**src/pps_pkg.sv**
```systemverilog
// Shared types and constants for the pose path sampler.
`timescale 1ns / 1ps

package pps_pkg;

  localparam int MAX_POINTS_DEF  = 64;
  localparam int COORD_WIDTH_DEF = 24;
  localparam int T_FRAC_DEF      = 16;
  localparam int COUNT_WIDTH     = 7;

  typedef enum logic [1:0] {
    ST_IDLE,
    ST_DIVIDE,
    ST_RUN
  } pps_state_e;

  typedef struct packed {
    logic load;
    logic div_step;
    logic issue;
  } pps_cmd_t;

  typedef struct packed {
    logic adv;
    logic single_req;
    logic last_issue;
  } pps_status_t;

endpackage

```
**src/pps_ctrl.sv**
```systemverilog
// Controller state machine that sequences the step division and the pose issue.
`timescale 1ns / 1ps

module pps_ctrl #(
  parameter int T_FRAC_BITS = pps_pkg::T_FRAC_DEF
) (
  input  logic                clk_i,
  input  logic                rst_ni,
  input  logic                req_valid_i,
  output logic                req_ready_o,
  input  pps_pkg::pps_status_t status_i,
  output pps_pkg::pps_cmd_t    cmd_o
);
  import pps_pkg::*;

  localparam int CNT_W = $clog2(T_FRAC_BITS + 1);

  pps_state_e       state_q, state_d;
  logic [CNT_W-1:0] cnt_q, cnt_d;
  logic             div_done;

  assign div_done = (cnt_q == CNT_W'(T_FRAC_BITS));

  always_ff @(posedge clk_i or negedge rst_ni) begin
    if (!rst_ni) begin
      state_q <= ST_IDLE;
      cnt_q   <= '0;
    end else begin
      state_q <= state_d;
      cnt_q   <= cnt_d;
    end
  end

  always_comb begin
    state_d = state_q;
    case (state_q)
      ST_IDLE: begin
        if (req_valid_i) begin
          state_d = status_i.single_req ? ST_RUN : ST_DIVIDE;
        end
      end
      ST_DIVIDE: begin
        if (div_done) begin
          state_d = ST_RUN;
        end
      end
      ST_RUN: begin
        if (status_i.adv && status_i.last_issue) begin
          state_d = ST_IDLE;
        end
      end
      default: state_d = ST_IDLE;
    endcase
  end

  always_comb begin
    req_ready_o    = 1'b0;
    cmd_o          = '0;
    cnt_d          = cnt_q;
    case (state_q)
      ST_IDLE: begin
        req_ready_o = 1'b1;
        cmd_o.load  = req_valid_i;
        cnt_d       = '0;
      end
      ST_DIVIDE: begin
        cmd_o.div_step = 1'b1;
        cnt_d          = cnt_q + 1'b1;
      end
      ST_RUN: begin
        cmd_o.issue = status_i.adv;
      end
      default: begin
        cnt_d = '0;
      end
    endcase
  end

endmodule

```
**config.mk**
```make
export PLATFORM = sky130hd
export DESIGN_NAME = pps_ctrl
export DESIGN_NICKNAME = d
export VERILOG_FILES = /design/src/pps_pkg.sv /design/src/pps_ctrl.sv
export SDC_FILE = /design/constraint.sdc
export NUM_CORES = 1
export LEC_CHECK = 0
export BUFFER_PORTS_ARGS = -buffer_cell sky130_fd_sc_hd__buf_2
export CORE_AREA = 2 2 39 41
export DETAILED_ROUTE_END_ITERATION = 6
export DIE_AREA = 0 0 41 43
export SYNTH_ARGS = -nofsm -noshare
export SYNTH_HDL_FRONTEND = slang
export SYNTH_SLANG_ARGS = --single-unit
```
**constraint.sdc**
```tcl
create_clock -name clk_i -period 1.5 [get_ports clk_i]
set_input_delay 0.225 -clock clk_i [delete_from_list [all_inputs] [get_ports clk_i]]
set_output_delay 0.225 -clock clk_i [all_outputs]
set_load 0.005 [all_outputs]
```
==> results.json <==
{
  "outcome": "finished clean",
  "synth.largest_area_cell": "dfrtp_1",
  "max-vdd-ir-drop_mv": 0.524,
  "worstHoldPathType": "in2reg",
  "end_kind": "output port",
  "clock_sinks": 7,
  "path_class": "reg2out",
  "dr.first_iter.drc_count": 5,
  "yosys_warnings": 0,
  "hpwlAfterDp_um": 560,
  "async_reset_ff_frac": 1.00,
  "io_buffers": 9,
  "grt_pass1_wl_um": 1270,
  "clk_pin_slew_ps": 50,
  "htree_num_levels": 1,
  "path_max_fanout": 6,
  "ant_nets": 0,
  "syn_nets": 47,
  "wl_um": 822,
  "globalRoute.totalOverflow": 0,
  "min_period_over_period": 0.963,
  "cts_tree": "done",
  "report.final.slew_viol_count": 0,
  "layout-drive-gt1-share": 0.333,
  "arrival_ps": 1220,
  "synth-edff-count": 0,
  "syn_area_um2": 379,
  "core-area_um2": 1380,
  "grt_pass1_vias": 318,
  "start_util": 0.274,
  "die_area_um2": 1760,
  "use_met3": 0.0628,
  "gr-max-usage-layer": "met2",
  "numCtsBuffers": 3,
  "place_congestion": 0.743,
  "wl_per_cell_um": 11.7,
  "drv_cap": 0,
  "synth_top_cell_area_share": 0.462,
  "yosysUniqueCellTypes": 19,
  "timing.fmax_mhz": 693,
  "final_area_um2": 492,
  "tightest_slew_ps": 170,
  "grtUsageTotal": 0.117,
  "use_met2": 0.175,
  "io_pins": 10,
  "grt_max_degree": 8,
  "die_h_um": 43,
  "route.detailed.drc": 0,
  "nNetsFinal": 63,
  "power.leakage_nw": 0.231,
  "clk-insertion-delay-late_ps": 250,
  "clockBufferDepth": 2,
  "dr.pass1.iters": 3,
  "antenna_found_initial": 0,
  "seq_area_frac_synth": 0.462,
  "finalSetupTns_ps": 0,
  "slew_headroom": 0.885,
  "skew_ps": 2.74,
  "crit_path_start_kind": "register",
  "p_per_area_nw_per_um2": 1500,
  "area_growth_syn_to_layout_pct": 29.7,
  "rows": 14,
  "ys_top_cells_by_area": "dfrtp_1 46%, ha_1 6.6%, o21ai_0 5.3%",
  "syn_avg_cell_area_um2": 9.72,
  "n_antenna_cell": 0,
  "rsz0062_at_grt": "no",
  "netlist_instances": 39,
  "synth_most_common_cell": "dfrtp_1",
  "cts-root-buf": "clkbuf_4",
  "finalHoldViolCount": 0,
  "required_ps": 1270,
  "synth_common_cells": "7 x dfrtp_1, 4 x inv_1, 4 x o21ai_0",
  "period_minus_slack_ps": 1440,
  "vias": 333,
  "postPlaceCellArea_um2": 444,
  "setup_viol": 0,
  "grtUsageMet1": 0.116,
  "synth_seq_cells": 7,
  "vias_per_cell": 4.76,
  "die-width_um": 41,
  "fill_cells": 148,
  "ys.flop_type": "dfrtp_1"
}
where the power goes:
part           switching (mW)  internal [mW]  total (mW)  leakage (nW)
combinational           0.126          0.142       0.268         0.125
sequential             0.0592          0.235       0.295        0.0917
clock                  0.0748          0.102       0.177        0.0150
total                   0.260          0.479       0.739         0.231
final cells by class:
type / count / area, um2 / share of cell area
Clock buffer: 4 / 26.3 / 0.0534
Timing Repair Buffer: 11 / 62.6 / 0.127
Inverter: 4 / 15.0 / 0.0305
Sequential cell: 7 / 178 / 0.361
Multi-Input combinational cell: 28 / 190 / 0.387
Tap cell: 16 / 20.0 / 0.0407
final timing paths:
check | startpoint | end | slack, ps | cells past startpoint
min reg2reg | state_q[1] | state_q[0] | 500 | 1
max | state_q[1] | cmd_o[0] | 60 | 3
min in group asynchronous | rst_ni | cnt_q[4] | 330 | 2
min | req_valid_i | state_q[0] | 260 | 3
max reg2reg | cnt_q[0] | state_q[0] | 350 | 5
max in group asynchronous | rst_ni | state_q[0] | 1000 | 2
stage by stage:
stage	hold WS [ps]	std cells	setup slack, ps	power, mW	utilization
2_1_floorplan	-70.6	39	427	0.447	-
3_3_place_gp	65.9	64	303	0.532	0.321
3_5_place_dp	68.1	64	283	0.534	0.321
4_1_cts	253	69	46.3	0.726	0.349
5_1_grt	321	70	16.5	0.804	0.355
6_report	256	70	56.0	0.739	0.355
layer usage:
layer / wire length (um) / vias up
li1: - / 164
met1: 355 / 159
met2: 408 / 10
met3: 58 / 0
met4: 0 / 0
met5: 0 / -
registers in the layout, summed over array words and instances, names as in the netlist:
signal   flops
cnt_q        5
state_q      2
worst max-delay path: stages (launching register included):
cell and delay [ps]:
dfrtp_2 440, and2b_2 250, and2_1 160, buf_2 120
what timing repair did:
| item | in CTS | in global routing |
|---|---|---|
| setup endpoints to repair | 1 | 1 |
| gates resized for setup | 2 | 1 |
| gates cloned | 0 | 0 |
| hold buffers | 1 | 0 |
| setup buffers | 0 | 1 |
| hold endpoints to repair | 7 | 0 |
layout by cell type, fill, tap and decap left out, drive strengths merged:
| cell | Yosys | final |
|---|---|---|
| a22o | 1 | 1 |
| o21ai | 5 | 5 |
| and2b | 1 | 1 |
| nand2b | 1 | 1 |
| inv | 4 | 4 |
| a311o | 1 | 1 |
| nand2 | 3 | 3 |
| xnor2 | 1 | 1 |
| and2 | 2 | 2 |
| xor2 | 1 | 1 |
| nor2 | 3 | 3 |
| a22oi | 1 | 1 |
| or3 | 1 | 1 |
| buf | 0 | 10 |
| a21oi | 2 | 2 |
| nand4bb | 1 | 1 |
| clkbuf | 0 | 4 |
| nand3 | 2 | 2 |
| dfrtp | 7 | 7 |
| dlygate4sd3 | 0 | 1 |
| ha | 2 | 2 |
logic make-up after synthesis:
kind of cell	synth area share
adder cells (fa/ha/maj)	0.0660
XOR/XNOR	0.0462
AO/OA/AOI/OAI	0.165
buffers and inverters	0.0396
flip-flops	0.462
AND/OR/NAND/NOR	0.221
(Power assumes the default switching activity.)
